==> src/hdl/fdxb_pkg.sv <==
// Shared constants, widths and CRC helpers for the FDX-B frame modulator.
// No dependencies; imported by every other file of the block.
`timescale 1ns / 1ps
`default_nettype none

package fdxb_pkg;

    // Payload field widths
    localparam int ID_W    = 64;
    localparam int EXTRA_W = 24;
    localparam int HALF_W  = 32;
    localparam int INDEX_W = 3;
    localparam int CRC_W   = 16;

    // Frame layout
    localparam int WORD_LEVELS  = 32;
    localparam int FRAME_BITS   = 128;
    localparam int FRAME_LEVELS = 2 * FRAME_BITS;
    localparam int MAX_WORDS    = 8;
    localparam int SYNC_ONE     = 10;
    localparam int SLOT_BASE    = 11;
    localparam int SLOT_SPAN    = 9;
    localparam int NUM_SLOTS    = 13;
    localparam int SLOT_VEC_W   = 8 * NUM_SLOTS;

    // Word count per frame, capped
    localparam int RAW_WORDS = (FRAME_LEVELS + WORD_LEVELS - 1) / WORD_LEVELS;
    localparam int NUM_WORDS = (RAW_WORDS > MAX_WORDS) ? MAX_WORDS : RAW_WORDS;
    localparam int CNT_W     = $clog2(NUM_WORDS);
    localparam int PAD_W     = NUM_WORDS * WORD_LEVELS;
    localparam int LEVEL_W   = (PAD_W > FRAME_LEVELS) ? PAD_W : FRAME_LEVELS;

    // CRC
    localparam logic [CRC_W-1:0] CRC_POLY = 16'h1021;
    localparam logic [CRC_W-1:0] CRC_INIT = 16'h0000;

    // One byte through the CRC register, MSB first
    function automatic logic [CRC_W-1:0] crc_byte(input logic [CRC_W-1:0] c_in,
                                                  input logic [7:0]       d);
        logic [CRC_W-1:0] c;
        c = c_in ^ {d, 8'h00};
        for (int b = 0; b < 8; b++) begin
            if (c[CRC_W-1]) begin
                c = {c[CRC_W-2:0], 1'b0} ^ CRC_POLY;
            end else begin
                c = {c[CRC_W-2:0], 1'b0};
            end
        end
        return c;
    endfunction

    function automatic logic [CRC_W-1:0] bit_rev16(input logic [CRC_W-1:0] v);
        logic [CRC_W-1:0] r;
        for (int b = 0; b < CRC_W; b++) begin
            r[CRC_W-1-b] = v[b];
        end
        return r;
    endfunction

endpackage

`default_nettype wire

==> src/hdl/fdxb_if.sv <==
// Valid/ready channel interfaces for tag records and modulated words.
// Depends on fdxb_pkg for field widths.
`timescale 1ns / 1ps
`default_nettype none

interface fdxb_rec_if import fdxb_pkg::*; ();
    logic               valid;
    logic               ready;
    logic [ID_W-1:0]    id_bytes;
    logic [EXTRA_W-1:0] extra_bytes;

    modport source (output valid, output id_bytes, output extra_bytes, input ready);
    modport sink   (input valid, input id_bytes, input extra_bytes, output ready);
endinterface

interface fdxb_word_if import fdxb_pkg::*; ();
    logic               valid;
    logic               ready;
    logic [HALF_W-1:0]  half_levels;
    logic [INDEX_W-1:0] word_index;
    logic [CRC_W-1:0]   frame_crc;
    logic               last_word;

    modport source (output valid, output half_levels, output word_index,
                    output frame_crc, output last_word, input ready);
    modport sink   (input valid, input half_levels, input word_index,
                    input frame_crc, input last_word, output ready);
endinterface

`default_nettype wire

==> src/hdl/fdx_b_frame_modulator_core.sv <==
// FDX-B frame modulator: CRC, frame build, biphase coding and word serializer.
// Depends on fdxb_pkg and the channel interfaces in fdxb_if.sv.
//
// Usage:
//   i_rec  takes one tag record per request (8 identity bytes, 3 extra bytes).
//   o_word returns the biphase-coded frame as NUM_WORDS words (8 by default)
//          of 32 half-bit levels, earliest level in the MSB, each tagged with
//          its index, the inserted CRC and a last-word flag.
//   Path: a record passes the registers two CRC stages, frame build, level
//   coding and serializer, in that order, before its first word is valid.
//   Rate: set by the serializer, which drives one word per cycle while
//   o_word.ready is high; the four stages ahead of it buffer up to four
//   further records, so a new record is taken while a frame is still going out.
//   Stall: when o_word.ready is low the current word holds, the stages fill,
//   and i_rec.ready drops once all are full. Nothing is lost or repeated.
//   Reset: synchronous, active low; clears all stage valid bits and the word
//   counter. No output is valid in the cycle after reset.
`timescale 1ns / 1ps
`default_nettype none

module fdx_b_frame_modulator_core import fdxb_pkg::*; (
    input  wire        i_clk,
    input  wire        i_rst_n,
    fdxb_rec_if.sink   i_rec,
    fdxb_word_if.source o_word
);

    localparam logic [CNT_W-1:0] LAST_CNT = CNT_W'(NUM_WORDS - 1);

    // Stage registers
    logic                   r_s1_valid;
    logic [ID_W-1:0]        r_s1_id;
    logic [EXTRA_W-1:0]     r_s1_ex;
    logic [CRC_W-1:0]       r_s1_crc;

    logic                   r_s2_valid;
    logic [ID_W-1:0]        r_s2_id;
    logic [EXTRA_W-1:0]     r_s2_ex;
    logic [CRC_W-1:0]       r_s2_crc;

    logic                   r_s3_valid;
    logic [FRAME_BITS-1:0]  r_s3_frame;
    logic [FRAME_BITS-1:0]  r_s3_lp;
    logic [NUM_SLOTS-1:0]   r_s3_spar;
    logic [CRC_W-1:0]       r_s3_crc;

    logic                   r_s4_valid;
    logic [LEVEL_W-1:0]     r_s4_lv;
    logic [CRC_W-1:0]       r_s4_crc;

    logic                   r_s5_valid;
    logic [LEVEL_W-1:0]     r_s5_sr;
    logic [CRC_W-1:0]       r_s5_crc;
    logic [CNT_W-1:0]       r_cnt;

    // Next values
    logic [CRC_W-1:0]       n_s1_crc;
    logic [CRC_W-1:0]       n_s2_crc;
    logic [FRAME_BITS-1:0]  n_s3_frame;
    logic [FRAME_BITS-1:0]  n_s3_lp;
    logic [NUM_SLOTS-1:0]   n_s3_spar;
    logic [LEVEL_W-1:0]     n_s4_lv;

    // Flow control
    logic s1_ready, s2_ready, s3_ready, s4_ready, s5_load_ok, out_take, s5_last;

    assign s5_last    = (r_cnt == LAST_CNT);
    assign out_take   = r_s5_valid && o_word.ready;
    assign s5_load_ok = !r_s5_valid || (o_word.ready && s5_last);
    assign s4_ready   = !r_s4_valid || s5_load_ok;
    assign s3_ready   = !r_s3_valid || s4_ready;
    assign s2_ready   = !r_s2_valid || s3_ready;
    assign s1_ready   = !r_s1_valid || s2_ready;
    assign i_rec.ready = s1_ready;

    // Stage 1: CRC over identity bytes 0..3
    always_comb begin
        n_s1_crc = CRC_INIT;
        for (int k = 0; k < 4; k++) begin
            n_s1_crc = crc_byte(n_s1_crc, i_rec.id_bytes[8*k +: 8]);
        end
    end

    always_ff @(posedge i_clk) begin
        if (!i_rst_n) begin
            r_s1_valid <= 1'b0;
        end else if (s1_ready) begin
            r_s1_valid <= i_rec.valid;
        end
        if (s1_ready && i_rec.valid) begin
            r_s1_id  <= i_rec.id_bytes;
            r_s1_ex  <= i_rec.extra_bytes;
            r_s1_crc <= n_s1_crc;
        end
    end

    // Stage 2: CRC over bytes 4..7, then bit reversal
    always_comb begin
        logic [CRC_W-1:0] c;
        c = r_s1_crc;
        for (int k = 4; k < 8; k++) begin
            c = crc_byte(c, r_s1_id[8*k +: 8]);
        end
        n_s2_crc = bit_rev16(c);
    end

    always_ff @(posedge i_clk) begin
        if (!i_rst_n) begin
            r_s2_valid <= 1'b0;
        end else if (s2_ready) begin
            r_s2_valid <= r_s1_valid;
        end
        if (s2_ready && r_s1_valid) begin
            r_s2_id  <= r_s1_id;
            r_s2_ex  <= r_s1_ex;
            r_s2_crc <= n_s2_crc;
        end
    end

    // Stage 3: frame bits, parity prefix within each slot, slot parity
    always_comb begin
        logic [SLOT_VEC_W-1:0] slots;
        logic                  par;
        int                    idx;
        slots      = {r_s2_ex, r_s2_crc, r_s2_id};
        n_s3_frame = '0;
        n_s3_lp    = '0;
        n_s3_spar  = '0;
        n_s3_frame[SYNC_ONE] = 1'b1;
        for (int k = 0; k < NUM_SLOTS; k++) begin
            par = 1'b0;
            for (int b = 0; b < 8; b++) begin
                idx = SLOT_BASE + SLOT_SPAN * k + b;
                n_s3_frame[idx] = slots[8*k + b];
                n_s3_lp[idx]    = par;
                par             = par ^ slots[8*k + b];
            end
            // control one after each slot
            idx = SLOT_BASE + SLOT_SPAN * k + 8;
            n_s3_frame[idx] = 1'b1;
            n_s3_lp[idx]    = par;
            n_s3_spar[k]    = ~par;
        end
    end

    always_ff @(posedge i_clk) begin
        if (!i_rst_n) begin
            r_s3_valid <= 1'b0;
        end else if (s3_ready) begin
            r_s3_valid <= r_s2_valid;
        end
        if (s3_ready && r_s2_valid) begin
            r_s3_frame <= n_s3_frame;
            r_s3_lp    <= n_s3_lp;
            r_s3_spar  <= n_s3_spar;
            r_s3_crc   <= r_s2_crc;
        end
    end

    // Stage 4: slot carries give the level before each bit; expand to half levels.
    // Level before bit i is the parity of all earlier frame bits; the sync
    // section contributes a single one.
    always_comb begin
        logic [FRAME_BITS-1:0] lvl;
        logic                  c;
        int                    idx;
        lvl = r_s3_lp;
        c   = 1'b1;
        for (int k = 0; k < NUM_SLOTS; k++) begin
            for (int b = 0; b < SLOT_SPAN; b++) begin
                idx = SLOT_BASE + SLOT_SPAN * k + b;
                lvl[idx] = r_s3_lp[idx] ^ c;
            end
            c = c ^ r_s3_spar[k];
        end
        n_s4_lv = '0;
        for (int i = 0; i < FRAME_BITS; i++) begin
            n_s4_lv[LEVEL_W-1-2*i] = ~lvl[i];
            n_s4_lv[LEVEL_W-2-2*i] = lvl[i] ^ r_s3_frame[i];
        end
    end

    always_ff @(posedge i_clk) begin
        if (!i_rst_n) begin
            r_s4_valid <= 1'b0;
        end else if (s4_ready) begin
            r_s4_valid <= r_s3_valid;
        end
        if (s4_ready && r_s3_valid) begin
            r_s4_lv  <= n_s4_lv;
            r_s4_crc <= r_s3_crc;
        end
    end

    // Stage 5: word serializer, NUM_WORDS words per record, advancing on each accepted word
    always_ff @(posedge i_clk) begin
        if (!i_rst_n) begin
            r_s5_valid <= 1'b0;
            r_cnt      <= '0;
        end else if (s5_load_ok) begin
            r_s5_valid <= r_s4_valid;
            r_cnt      <= '0;
        end else if (out_take) begin
            r_cnt <= r_cnt + 1'b1;
        end
        if (s5_load_ok && r_s4_valid) begin
            r_s5_sr  <= r_s4_lv;
            r_s5_crc <= r_s4_crc;
        end else if (!s5_load_ok && out_take) begin
            r_s5_sr <= r_s5_sr << WORD_LEVELS;
        end
    end

    assign o_word.valid       = r_s5_valid;
    assign o_word.half_levels = HALF_W'(r_s5_sr[LEVEL_W-1 -: WORD_LEVELS]);
    assign o_word.word_index  = INDEX_W'(r_cnt);
    assign o_word.frame_crc   = r_s5_crc;
    assign o_word.last_word   = s5_last;

    // Checks
    a_idx_step: assert property (@(posedge i_clk) disable iff (!i_rst_n)
        (o_word.valid && o_word.ready && !o_word.last_word) |=>
        (o_word.valid &&
         o_word.word_index == INDEX_W'($past(o_word.word_index) + 1'b1)))
        else $error("word index did not advance within a frame");

    a_crc_hold: assert property (@(posedge i_clk) disable iff (!i_rst_n)
        (o_word.valid && o_word.ready && !o_word.last_word) |=>
        (o_word.frame_crc == $past(o_word.frame_crc)))
        else $error("frame CRC changed within a frame");

    a_new_frame: assert property (@(posedge i_clk) disable iff (!i_rst_n)
        (o_word.valid && o_word.ready && o_word.last_word) |=>
        (!o_word.valid || o_word.word_index == '0))
        else $error("new frame did not start at word zero");

    a_reset_idle: assert property (@(posedge i_clk)
        !i_rst_n |=> !o_word.valid)
        else $error("output valid right after reset");

endmodule

`default_nettype wire
==> src/flat_wrapper.sv <==
// flat-port wrapper written by rule: the top's interface ports become plain ports
module fdx_b_frame_modulator_core_flat import fdxb_pkg::*;
  (i_clk, i_rst_n, i_rec_valid, i_rec_id_bytes, i_rec_extra_bytes, i_rec_ready, o_word_valid, o_word_half_levels, o_word_word_index, o_word_frame_crc, o_word_last_word, o_word_ready);
  fdxb_rec_if i_rec_i ();
  fdxb_word_if o_word_i ();
  input  wire i_clk;
  input  wire i_rst_n;
  input wire logic [$bits(i_rec_i.valid)-1:0] i_rec_valid;
  input wire logic [$bits(i_rec_i.id_bytes)-1:0] i_rec_id_bytes;
  input wire logic [$bits(i_rec_i.extra_bytes)-1:0] i_rec_extra_bytes;
  output wire logic [$bits(i_rec_i.ready)-1:0] i_rec_ready;
  output wire logic [$bits(o_word_i.valid)-1:0] o_word_valid;
  output wire logic [$bits(o_word_i.half_levels)-1:0] o_word_half_levels;
  output wire logic [$bits(o_word_i.word_index)-1:0] o_word_word_index;
  output wire logic [$bits(o_word_i.frame_crc)-1:0] o_word_frame_crc;
  output wire logic [$bits(o_word_i.last_word)-1:0] o_word_last_word;
  input wire logic [$bits(o_word_i.ready)-1:0] o_word_ready;
  assign i_rec_i.valid = i_rec_valid;
  assign i_rec_i.id_bytes = i_rec_id_bytes;
  assign i_rec_i.extra_bytes = i_rec_extra_bytes;
  assign i_rec_ready = i_rec_i.ready;
  assign o_word_valid = o_word_i.valid;
  assign o_word_half_levels = o_word_i.half_levels;
  assign o_word_word_index = o_word_i.word_index;
  assign o_word_frame_crc = o_word_i.frame_crc;
  assign o_word_last_word = o_word_i.last_word;
  assign o_word_i.ready = o_word_ready;
  fdx_b_frame_modulator_core u_core (.i_clk(i_clk), .i_rst_n(i_rst_n), .i_rec(i_rec_i), .o_word(o_word_i));
endmodule
==> config.mk <==
export PLATFORM = sky130hd
export DESIGN_NAME = fdx_b_frame_modulator_core_flat
export DESIGN_NICKNAME = d
export VERILOG_FILES = /design/src/hdl/fdxb_pkg.sv /design/src/hdl/fdxb_if.sv /design/src/hdl/fdx_b_frame_modulator_core.sv /design/src/flat_wrapper.sv
export SDC_FILE = /design/constraint.sdc
export NUM_CORES = 1
export LEC_CHECK = 0
export BUFFER_PORTS_ARGS = -buffer_cell sky130_fd_sc_hd__buf_2
export CAP_MARGIN = 30
export CORE_MARGIN = 2
export CORE_UTILIZATION = 40
export DETAILED_ROUTE_END_ITERATION = 12
export SLEW_MARGIN = 20
export SYNTH_ARGS = -nofsm -noshare
export SYNTH_HDL_FRONTEND = slang
export SYNTH_SLANG_ARGS = --single-unit
==> constraint.sdc <==
create_clock -name i_clk -period 22.1 [get_ports i_clk]
set_input_delay 2.21 -clock i_clk [delete_from_list [all_inputs] [get_ports i_clk]]
set_output_delay 2.21 -clock i_clk [all_outputs]
set_load 0.005 [all_outputs]
Word level (Yosys, flattened, before mapping)
Index checks and enable logic that the tools add are counted.
W data, S select, Z words.
- add/subtract/negate cells: 1
- equal/unequal tests: 1
- mux-type cells: 66
- bitwise logic cells: 501
- reductions and logical operators: 21
- operators by type and width (operator ; number):
    $mux W13 ; 64
    $xor A1 B1 Y1 ; 301
    $mux W256 ; 1
    $mux W233 ; 1
    $not A3 Y3 ; 64
    $not A1 Y1 ; 129
    $xor A16 B16 Y16 ; 7
    $logic_and A1 B1 Y1 ; 8
    $logic_not A1 Y1 ; 6
    $logic_or A1 B1 Y1 ; 5
    $add A3 B1 Y3 const B ; 1
    $eq A3 B3 Y1 const B ; 1
    $reduce_bool A2 Y1 ; 1
    $reduce_or A2 Y1 ; 1
- register bits after elaboration: 973
- output and inout port bits: 54
- logic and storage cells: 614

Logic depth before layout (Yosys ltp)
Gate-level depths: netlist of the first run.
- depth after elaboration: 68
- gate-level depth with buffers: 10
- gate-level depth less buffers: 7

Least setup slack after synthesis of the first run
Ideal clock, no wire load.
- kind: input to register
- from: input o_word_ready
- to: register u_core.r_s4_crc[0], enable pin
- setup time: 1.191 ns
- data arrival time: 19.358 ns
- path slack: 1.551 ns
- stages on the path: 2
- path buffers: 0
- cell sequence: a21boi_0 -> a21boi_0
- word-level cells in the longest chain between the ends: 4
- ends and longest elaborated chain (item ; RTL line ; RTL):
    start: declaration ; flat_wrapper.sv:17 ; input wire logic [$bits(o_word_i.ready)-1:0] o_word_ready;
    $logic_and A1 B1 Y1 ; fdx_b_frame_modulator_core.sv:69 ; assign s5_load_ok = !r_s5_valid || (o_word.ready && s5_last);
    $logic_or A1 B1 Y1 ; fdx_b_frame_modulator_core.sv:69 ;
    $logic_or A1 B1 Y1 ; fdx_b_frame_modulator_core.sv:70 ; assign s4_ready = !r_s4_valid || s5_load_ok;
    $logic_and A1 B1 Y1 ; fdx_b_frame_modulator_core.sv:189 ; if (s4_ready && r_s3_valid) begin
    end signal: assignment ; fdx_b_frame_modulator_core.sv:191 ; r_s4_crc <= r_s3_crc;
    end: declaration ; fdx_b_frame_modulator_core.sv:49 ; logic [CRC_W-1:0] r_s4_crc;
No other way between the ends.
A chain may end at the register's enable or synchronous reset.

Worst setup path in the final report of the first run
- from: input o_word_ready
- to: output i_rec_ready
- word-level cells in the longest chain between the ends: 6
- ends and longest elaborated chain (item ; RTL line ; RTL):
    $logic_and A1 B1 Y1 ; fdx_b_frame_modulator_core.sv:69 ;
    $logic_or A1 B1 Y1 ; fdx_b_frame_modulator_core.sv:69 ;
    $logic_or A1 B1 Y1 ; fdx_b_frame_modulator_core.sv:70 ;
    $logic_or A1 B1 Y1 ; fdx_b_frame_modulator_core.sv:71 ; assign s3_ready = !r_s3_valid || s4_ready;
    $logic_or A1 B1 Y1 ; fdx_b_frame_modulator_core.sv:72 ; assign s2_ready = !r_s2_valid || s3_ready;
    $logic_or A1 B1 Y1 ; fdx_b_frame_modulator_core.sv:73 ; assign s1_ready = !r_s1_valid || s2_ready;
    end: declaration ; flat_wrapper.sv:11 ; output wire logic [$bits(i_rec_i.ready)-1:0] i_rec_ready;
No other way between the ends.

==> flow_metrics.py, run 1 <==
metrics = {
    "outcome": {
        "status": "complete, no violations",
    },
    "grt": {
        "grt_max_degree": 168,
        "grt_pass1_vias": 17592,
        "aggregate_global_route_resource_usage_pct": 14.4,
        "initial_antenna_violation_count": 2,
        "wire_length_of_the_first_global_routing_pass_um": 103000,
        "grt_remaining_overflow": 0,
    },
    "critical_path": {
        "register_to_register_path_setup_slack_ns": 17.92,
        "r2r.worst_path.cells": 7,
        "timing.rr.end": "u_core.r_s4_lv[30]",
        "crit_path_cell_trace": "buf_2 > a21boi_0 > and3_1 > nand3_1 > buf_2",
        "critical_path_peak_fanout": 6,
        "critPathMostFrequentCell": "buf_2",
        "critPathMaxStageDelay_ns": 0.59,
        "cpMaxStageDelayCell": "a21boi_0",
        "critPathLaunchType": "primary input",
        "critical_path.reg2reg.startpoint": "u_core.r_s3_spar[0]",
        "cp.arrival_ns": 3.74,
        "end_kind": "output port",
        "cp.required_ns": 19.89,
        "worstSetupPathType": "primary input to output port",
    },
    "yosys": {
        "yosys_warnings": 0,
        "post_synth.cell_area_avg_um2": 16.4,
        "postSynthRegisterBits": 929,
        "yosys_most_used_dff": "edfxtp_1",
        "netlist_instances": 2224,
        "synth_area_leaders": "edfxtp_1, xnor2_1, nand2_1, xor2_1, xnor3_1",
        "cell_variety_after_synth": 33,
        "synthDominantAreaCellType": "edfxtp_1",
        "seq_area_frac_synth_pct": 76.3,
        "synth.cell_area_mm2": 0.0365,
        "post_synth_net_total": 2318,
        "post_synth_most_frequent_cells": "edfxtp_1, nand2_1, xnor2_1",
        "synth_enable_flop_cells": 921,
        "post_synth_top_area_share_pct": 75.8,
        "dominant_cell_by_count_in_the_synthesized_netlist": "edfxtp_1",
        "async_reset_ff_share_pct": 0,
    },
    "timing": {
        "report.final.hold_viol_count": 0,
        "timing.max_slew.rel_slack_pct": 33.2,
        "setup_viol_count_final": 0,
        "max_slew.worst_pin.slew_ns": 1.00,
        "final.min_clock_period_ns": 5.95,
        "min_period_over_period_pct": 26.9,
        "fin_hold_ws_ns": 0.409,
        "clock.fmax_ghz": 0.168,
        "rsz0062_at_grt": "false",
        "number_of_max_slew_violations_in_the_final_report": 0,
        "final.setup_skew_ns": 0.0229,
        "final.setup.worst_slack_ns": 16.15,
        "final.setup.tns_ns": 0,
    },
    "place": {
        "placed_area_mm2": 0.0384,
        "place_congestion": 0.806,
        "place_ws_ns": 16.02,
        "port_buffers": 145,
        "detailed_place_hpwl_um": 44300,
    },
    "clock_network": {
        "ctsHtreeMaxLevel": 3,
        "cts_root_buffer_type": "clkbuf_16",
        "tritoncts_num_sinks": 929,
        "postCtsSetupBuffers": 0,
        "hold_buffers": 0,
        "post_cts_resized": 0,
        "clock_latency_ns": 0.64,
        "worst_setup_hold_path_clk_slew_ns": 0.06,
        "number_of_buffers_created_by_cts": 97,
        "cts_tree": "done",
        "clockBufferDepth": 3,
    },
    "power_and_ir_drop": {
        "report.power.total_uw": 5400,
        "max-vdd-ir-drop_mv": 0.184,
        "power.leakage_uw": 0.0151,
        "cellPowerDensity_mw_per_mm2": 130,
    },
    "finish": {
        "post_route_cells_drive_above_1_share_pct": 12.9,
        "num_antenna_cells": 0,
        "final_cell_area_excluding_filler_cells_mm2": 0.0417,
        "nNetsFinal": 2494,
        "syn2layout_area_growth_pct": 14.2,
    },
    "worst_hold_path": {
        "hold_path_startpoint": "u_core.r_s1_id[30]",
        "worstHoldPathCells": 0,
        "hold_removal_path_class": "register to register",
        "min_delay_worst_endpoint": "u_core.r_s2_id[30]",
    },
    "detailed_routing": {
        "firstDrtPassIters": 5,
        "route.detailed.drc": 0,
        "finalWirelength_um": 66700,
        "first_drt_iteration_drcs": 1049,
        "ant_nets": 0,
        "via_per_inst": 4.58,
        "routedWlPerCell_um": 18.3,
        "routed-via-count": 16726,
    },
    "floorplan": {
        "num_io_pins": 146,
        "die_footprint_mm2": 0.0936,
        "rows": 110,
        "placeableCoreArea_mm2": 0.0901,
        "initial_core_util_pct": 40.5,
        "fp.dieH_um": 306,
        "die_w_um": 306,
    },
    "flow_run": {
        "drv_cap": 0,
    },
}
-- cell families after synthesis --
kind of cell	count (synthesis)	share of synthesized area, %
AOI/OAI and AO/OA	14	0.247
xor gates and xnor gates	507	14.6
adders and majority gates	2	0.0686
buffers and inverters	116	1.63
DFF	929	76.3
and+or+nand+nor	656	7.17
-- critical path, delay by kind of cell --
kind            cells  cell delay [ns]
compound gates      1             0.59
buf+inv             2             0.28
simple gates        2             0.67
-- cell type report --
class                           instances  area [um^2]
Multi-Input combinational cell       1179         8130
Clock buffer                          116         2560
Timing Repair Buffer                  169         1060
Inverter                               24         97.6
Tap cell                             1176         1470
Fill cell                            7641        48500
Clock inverter                         60          515
Sequential cell                       929        27800
-- registers in the layout, summed over array words and instances (netlist names), 24 cells and up --
signal and cells:
u_core.r_s1_ex 24, u_core.r_s1_id 64, u_core.r_s2_ex 24, u_core.r_s2_id 64, u_core.r_s3_frame 89, u_core.r_s3_lp 91
u_core.r_s4_lv 220, u_core.r_s5_sr 254
-- routing by layer --
layer  track usage (%)  routed length (um)  up-vias
met4              5.16                1750        0
met2              23.4               31700      351
met1              19.9               30100     8215
met3              2.18                3210      113
met5                 0                   0        -
li1                  -                   -     8047
-- per-stage QoR --
stage,utilization [%],instances
after floorplan,-,2224
after global placement,42.6,3469
after detailed placement,42.6,3472
after CTS,46.1,3648
after global routing,46.2,3653
final,46.2,3653
-- cells in the final DEF, fill, tap and decap left out, types with 3 or more instances in the layout --
cell type     n
inv_6         3
dfxtp_1       8
xnor3_1      51
clkbuf_16   100
a21oi_1       5
inv_1        21
clkinv_1     26
buf_2       145
and2_1       41
buf_12        3
clkbuf_1     16
nand2_1     592
clkinv_4      4
edfxtp_1    921
clkinvlp_4    3
and3_1        3
xnor2_2       3
buf_4        15
bufinv_16     8
xor3_1        6
clkinv_2     15
nand2b_1     12
xnor2_1     306
buf_16        6
xor2_1      136
-- worst max-delay path by stage --
| stage | end | from | slack (ns) | depth (start not counted) |
|---|---|---|---|---|
| final | i_rec_ready | o_word_ready | 16.15 | 5 |
| after global routing | i_rec_ready | o_word_ready | 16.01 | 5 |
| after global placement | u_core.r_s4_lv[212] | o_word_ready | 16.11 | 6 |
| after detailed placement | u_core.r_s3_lp[13] | o_word_ready | 16.02 | 7 |
| after floorplan | u_core.r_s4_crc[0] | o_word_ready | 1.55 | 2 |
| after CTS | i_rec_ready | o_word_ready | 16.14 | 5 |
-- report_power, final --
group	total (uW)	switching [uW]	internal (uW)	leakage, uW
combinational	1510	717	793	0.00497
sequential	2320	65.4	2260	0.00861
clock	1570	649	918	0.00150
(Power assumes the default switching activity.)
==> run 2: changes to the inputs <==
Settings changed: ABC_AREA set to 1.
Clock period 22.1 ns to 4.9 ns, I/O delays scaled along.
==> run 2 against run 1 <==
Core utilization is 0.17 points higher; via count grew 8.5%; register-to-register slack lost 17 ns; worst setup slack worse by 15 ns; critical path depth rose by 16; hold slack worse by 0.35 ns; cell count up 9.2%; combinational power grew to 4.9 times the previous value; clock skew up 0.0033 ns; global-route usage increased by 0.24 points; die area up 0.72%; final area increased by 1.7%; critical path type is now register to register; largest cell class unchanged; largest power group unchanged; highest routed layer unchanged.
==> flow_metrics.py, run 2 <==
metrics = {
    "outcome": {
        "status": "complete, no violations",
    },
    "critical_path": {
        "cp.required_ns": 5.30,
        "critPathMostFrequentCell": "nand2_4",
        "critical_path_buf_inv_count": 1,
        "critPathMaxStageDelay_ns": 0.74,
        "critPathLaunchType": "register",
        "critical_path_peak_fanout": 16,
        "cp.arrival_ns": 4.57,
        "worstSetupPathType": "register to register",
        "cpMaxStageDelayCell": "edfxtp_1",
        "top_cell_family_by_delay_on_the_critical_path": "simple AND/OR/NAND/NOR gates",
        "end_kind": "register",
        "crit_path_cell_trace": "inv_1 > nand2_1 > nand3_4 > nand2_4 > nand2_4 > nand2_4 > nand2_2 > nand3_2 > nand2_2 > nand2_2 > nand3_1 > nand3_4 > nand2_2 > nand2_4 > nand2_8 > nand2_4 > nand3_2 > nand2_4 > nand2_1 > nand3_1 > nand2_1",
    },
    "power_and_ir_drop": {
        "cellPowerDensity_mw_per_mm2": 594,
        "max-vdd-ir-drop_mv": 0.925,
        "power.leakage_uw": 0.0159,
    },
    "timing": {
        "setup_viol_count_final": 0,
        "min_period_over_period_pct": 85.2,
        "final.setup_skew_ns": 0.0262,
        "max_slew.worst_pin.slew_ns": 1.08,
        "number_of_max_slew_violations_in_the_final_report": 0,
        "timing.max_slew.rel_slack_pct": 28.3,
        "report.final.hold_viol_count": 0,
        "rsz0062_at_grt": "false",
        "fin_hold_ws_ns": 0.0548,
        "clock.fmax_ghz": 0.240,
        "final.min_clock_period_ns": 4.17,
    },
    "detailed_routing": {
        "routedWlPerCell_um": 17.3,
        "first_drt_iteration_drcs": 1177,
        "ant_nets": 0,
        "via_per_inst": 4.55,
        "route.detailed.drc": 0,
        "routed-via-count": 18153,
        "finalWirelength_um": 69100,
        "firstDrtPassIters": 5,
    },
    "finish": {
        "layout.cells.most_common": "edfxtp_1",
        "largest_register_ffs": 254,
        "nNetsFinal": 2820,
        "fill_cells": 7945,
        "area.sequential_mm2": 0.0278,
        "post_route_cells_drive_above_1_share_pct": 14.1,
        "reg_top3": "u_core.r_s5_sr (254), u_core.r_s4_lv (220), u_core.r_s3_lp (91)",
        "num_antenna_cells": 0,
        "multi_input_comb_area_mm2": 0.00773,
        "most-common-layout-cells": "edfxtp_1, nand2_1, xor2_1",
        "final_util_pct": 46.4,
        "max_flop_register": "u_core.r_s5_sr",
        "syn2layout_area_growth_pct": 15.4,
    },
    "yosys": {
        "synth_enable_flop_cells": 921,
        "post_synth_most_frequent_cells": "edfxtp_1, nand2_1, xor2_1",
        "synth_top_family_by_area": "XOR/XNOR gates",
        "synth_adder_area_share_pct": 0.0681,
        "synth_compound_gate_area_share_pct": 0.109,
        "dominant_cell_by_count_in_the_synthesized_netlist": "edfxtp_1",
        "yosys-mux-area-fraction_pct": 0,
        "yosys_warnings": 0,
        "netlist_instances": 2499,
        "synth_area_leaders": "edfxtp_1, nand2_1, xor2_1, xnor2_1, inv_1",
        "post_synth_xor_area_fraction_pct": 11.1,
        "seq_area_frac_synth_pct": 75.7,
        "async_reset_ff_share_pct": 0,
        "synth-simple-area-share_pct": 9.63,
        "post_synth_top_area_share_pct": 75.3,
        "synthDominantAreaCellType": "edfxtp_1",
        "cell_variety_after_synth": 29,
        "synth.cell_area_mm2": 0.0367,
        "yosys_most_used_dff": "edfxtp_1",
        "postSynthRegisterBits": 929,
        "post_synth_net_total": 2593,
        "post_synth.cell_area_avg_um2": 14.7,
    },
    "grt": {
        "grt_max_degree": 230,
        "initial_antenna_violation_count": 1,
        "grt_remaining_overflow": 0,
        "aggregate_global_route_resource_usage_pct": 14.7,
        "grt_pass1_vias": 18378,
        "wire_length_of_the_first_global_routing_pass_um": 106000,
    },
    "worst_hold_path": {
        "hold_removal_path_class": "primary input to register",
    },
    "floorplan": {
        "die_footprint_mm2": 0.0943,
        "die_w_um": 307,
        "initial_core_util_pct": 40.2,
        "rows": 111,
        "placeableCoreArea_mm2": 0.0914,
        "num_io_pins": 146,
        "fp.dieH_um": 307,
    },
    "clock_network": {
        "number_of_buffers_created_by_cts": 97,
        "clock_latency_ns": 0.66,
        "cts_root_buffer_type": "clkbuf_16",
        "cts_tree": "done",
        "worst_setup_hold_path_clk_slew_ns": 0.06,
        "tritoncts_num_sinks": 929,
        "post_cts_resized": 0,
        "ctsHtreeMaxLevel": 3,
        "clockBufferDepth": 3,
        "postCtsSetupBuffers": 0,
        "hold_buffers": 56,
    },
    "flow_run": {
        "drv_cap": 0,
    },
    "place": {
        "port_buffers": 145,
        "place_congestion": 0.770,
        "detailed_place_hpwl_um": 45000,
    },
}
run 2: cell count changes in the layout (fill, tap and decap cells not counted), sizes merged, moves of 9 or more:
cell / previous run / this run
inv: 27 / 199
or2: 0 / 16
nor2: 2 / 49
nand2b: 13 / 0
dlygate4sd3: 0 / 56
xnor3: 52 / 0
xnor2: 311 / 194
xor2: 138 / 235
nand3: 1 / 54
nand2: 592 / 726
buf: 169 / 160
and2: 41 / 0
run 2: final cells by class:
cell class / instances / area share (%)
clock inverter: 55 / 1.23
sequential: 929 / 65.6
inverter: 198 / 1.78
clock buffer: 120 / 5.98
timing repair buffer: 216 / 3.60
tap: 1186 / 3.50
multi-input combinational: 1284 / 18.2
run 2: final timing paths:
check,cells after the start,slack (ns),start,to
worst min-delay path,1,0.05,i_rec_id_bytes[3],u_core.r_s1_id[3]
worst min register to register,0,0.42,u_core.r_s4_crc[15],u_core.o_word.frame_crc[15]
worst max-delay path,21,0.73,u_core.r_s3_spar[0],u_core.r_s4_lv[8]
worst max register to register,21,0.73,u_core.r_s3_spar[0],u_core.r_s4_lv[8]
run 2: report_power, final:
group | internal, uW | leakage [uW] | switching, uW
sequential | 10400 | 0.00856 | 320
combinational | 2930 | 0.00588 | 4510
clock | 4130 | 0.00149 | 2930
run 2: per-layer routing:
layer / global-route usage, % / routed length [um]
met1: 20.5 / 31200
met2: 23.9 / 33700
met3: 2.34 / 2990
met4: 4.14 / 1170
met5: 0 / 0
run 2: logic make-up after synthesis:
logic type               Yosys count
buffers and inverters            286
AO/OA/AOI/OAI                      8
AND/OR/NAND/NOR                  845
XOR/XNOR                         429
flip-flops                       929
adder cells (fa/ha/maj)            2
run 2: stage by stage:
stage | setup TNS, ns | cell area (um^2) | instances | worst slack (ns) | power [uW]
after global placement | 0 | 38700 | 3755 | 0.842 | 18200
final | 0 | 42400 | 3988 | 0.725 | 25200
after CTS | 0 | 42300 | 3986 | 0.637 | 25500
after global routing | 0 | 42400 | 3988 | 0.312 | 26500
after detailed placement | 0 | 38700 | 3755 | 0.666 | 18300
after floorplan | -113.11 | 36800 | 2499 | -0.427 | 16800
run 2: worst reg2reg max path, stage by stage, from the launching register on:
cell and delay, ns:
edfxtp_1 0.74, inv_1 0.12, nand2_1 0.15, nand3_4 0.10, nand2_4 0.20, nand2_4 0.09
nand2_4 0.16, nand2_2 0.09, nand3_2 0.11, nand2_2 0.20, nand2_2 0.16, nand3_1 0.16
nand3_4 0.15, nand2_2 0.23, nand2_4 0.19, nand2_8 0.11, nand2_4 0.09, nand3_2 0.31
nand2_4 0.32, nand2_1 0.11, nand3_1 0.09, nand2_1 0.06
==> run 3: changes to the inputs <==
Settings changed: CTS_CLUSTER_SIZE set to 24, GPL_TIMING_DRIVEN set to 0.
==> run 3 against run 2 <==
First-iteration DRC count down 2.6%; sequential power about the same; clock power down 2.8%; fmax down 4.2%; power down 0.47%.
==> flow_metrics.py, run 3 (synthesis gave the netlist of run 2 again) <==
metrics = {
    "finish": {
        "nNetsFinal": 2926,
        "layout.cells.most_common": "edfxtp_1",
        "reg_top3": "u_core.r_s5_sr (254), u_core.r_s4_lv (220), u_core.r_s3_lp (91)",
        "area.sequential_mm2": 0.0278,
        "largest_register_ffs": 254,
        "syn2layout_area_growth_pct": 18.1,
        "post_route_cells_drive_above_1_share_pct": 15.9,
        "num_antenna_cells": 0,
        "most-common-layout-cells": "edfxtp_1, nand2_1, xor2_1",
        "final_cell_area_excluding_filler_cells_mm2": 0.0434,
        "max_flop_register": "u_core.r_s5_sr",
        "fill_cells": 7885,
        "multi_input_comb_area_mm2": 0.00773,
    },
    "floorplan": {
        "rows": 111,
        "placeableCoreArea_mm2": 0.0914,
        "initial_core_util_pct": 40.2,
        "die_w_um": 307,
        "fp.dieH_um": 307,
        "die_footprint_mm2": 0.0943,
        "num_io_pins": 146,
    },
    "clock_network": {
        "postCtsSetupBuffers": 0,
        "worst_setup_hold_path_clk_slew_ns": 0.06,
        "clock_latency_ns": 0.65,
        "number_of_buffers_created_by_cts": 94,
        "clockBufferDepth": 3,
        "ctsHtreeMaxLevel": 3,
        "tritoncts_num_sinks": 929,
        "cts_root_buffer_type": "clkbuf_16",
        "cts_tree": "done",
        "post_cts_resized": 0,
    },
    "grt": {
        "aggregate_global_route_resource_usage_pct": 15.3,
        "initial_antenna_violation_count": 0,
        "wire_length_of_the_first_global_routing_pass_um": 109000,
        "grt_remaining_overflow": 0,
        "grt_max_degree": 37,
        "grt_pass1_vias": 18834,
    },
    "timing": {
        "final.setup.tns_ns": 0,
        "min_period_over_period_pct": 88.9,
        "final.min_clock_period_ns": 4.36,
        "report.final.hold_viol_count": 0,
        "timing.max_slew.rel_slack_pct": 31.7,
        "clock.fmax_ghz": 0.229,
        "rsz0062_at_grt": "false",
        "max_slew.worst_pin.slew_ns": 1.02,
        "setup_viol_count_final": 0,
        "final.setup_skew_ns": 0.0239,
        "number_of_max_slew_violations_in_the_final_report": 0,
        "fin_hold_ws_ns": 0.0539,
    },
    "critical_path": {
        "critical_path_peak_fanout": 25,
        "cp.arrival_ns": 4.70,
        "end_kind": "register",
        "critPathMostFrequentCell": "buf_16",
        "critical_path_buf_inv_count": 9,
        "cp.required_ns": 5.24,
        "top_cell_family_by_delay_on_the_critical_path": "buffers and inverters",
        "critPathMaxStageDelay_ns": 0.56,
        "crit_path_cell_trace": "ha_4 > ha_4 > nand2_2 > nand2_4 > inv_1 > nor2_1 > clkinv_1 > clkbuf_1 > clkbuf_1 > o21ai_4 > buf_16 > buf_16 > buf_16 > buf_16 > buf_16",
        "cpMaxStageDelayCell": "nor2_1",
        "worstSetupPathType": "register to register",
        "critPathLaunchType": "register",
    },
    "place": {
        "place_congestion": 0.795,
        "detailed_place_hpwl_um": 52100,
        "port_buffers": 145,
        "placed_area_mm2": 0.0398,
    },
    "detailed_routing": {
        "routed-via-count": 18537,
        "finalWirelength_um": 71300,
        "route.detailed.drc": 0,
        "routed.top_layer": "met4",
        "first_drt_iteration_drcs": 1146,
        "routedWlPerCell_um": 17.4,
        "firstDrtPassIters": 5,
        "dr_wl_met2_um": 34900,
        "via_per_inst": 4.52,
        "ant_nets": 0,
        "routedLengthMet1_um": 32100,
        "detailroute.wirelength.met3_um": 3460,
    },
    "power_and_ir_drop": {
        "max-vdd-ir-drop_mv": 0.673,
        "power.leakage_uw": 0.0164,
        "cellPowerDensity_mw_per_mm2": 578,
        "report.power.total_uw": 25100,
    },
    "outcome": {
        "status": "complete, no violations",
    },
    "flow_run": {
        "drv_cap": 0,
    },
    "worst_hold_path": {
        "hold_removal_path_class": "primary input to register",
    },
}
run 3: area by class of cell:
cell class,instances,share of cell area [%]
plain buffers,88,1.17
clock buffers,111,5.57
clock inverters,67,1.29
inverters,198,1.73
multi-input cells,1284,17.8
flip-flops and latches,929,64.1
well taps,1186,3.42
repair buffers,237,4.86
run 3: worst paths after layout:
kind | start | slack [ns] | end | depth (start not counted)
setup / recovery | u_core.o_word.word_index[0] | 0.54 | u_core.r_s5_sr[11] | 15
hold / removal | i_rec_extra_bytes[19] | 0.05 | u_core.r_s1_ex[19] | 1
setup reg to reg | u_core.o_word.word_index[0] | 0.54 | u_core.r_s5_sr[11] | 15
hold reg to reg | u_core.r_s1_id[27] | 0.41 | u_core.r_s2_id[27] | 0
run 3: layer usage:
layer,GRT usage (%),vias to the layer above
met5,0,-
met4,3.53,0
met3,2.83,60
met2,25.5,356
met1,20.9,9110
li1,-,9011
run 3: per-stage QoR:
step                      setup WS [ns]  utilization (%)  instances
after global routing              0.253             47.5       4100
after detailed placement          0.512             43.6       3867
final                             0.542             47.5       4100
after CTS                         0.481             47.5       4100
after global placement            -2.17             42.7       3830
after floorplan                  -0.427                -       2499
run 3: where the power goes:
part / switching (uW) / leakage (uW) / internal (uW)
registers: 310 / 0.00856 / 10400
clock network: 2940 / 0.00146 / 3910
logic: 4480 / 0.00637 / 3040
run 3: timing repair:
action / CTS / global route
hold buffers: 55 / 0
endpoints found under the hold margin: 55 / 0
setup endpoints to repair: 0 / 0
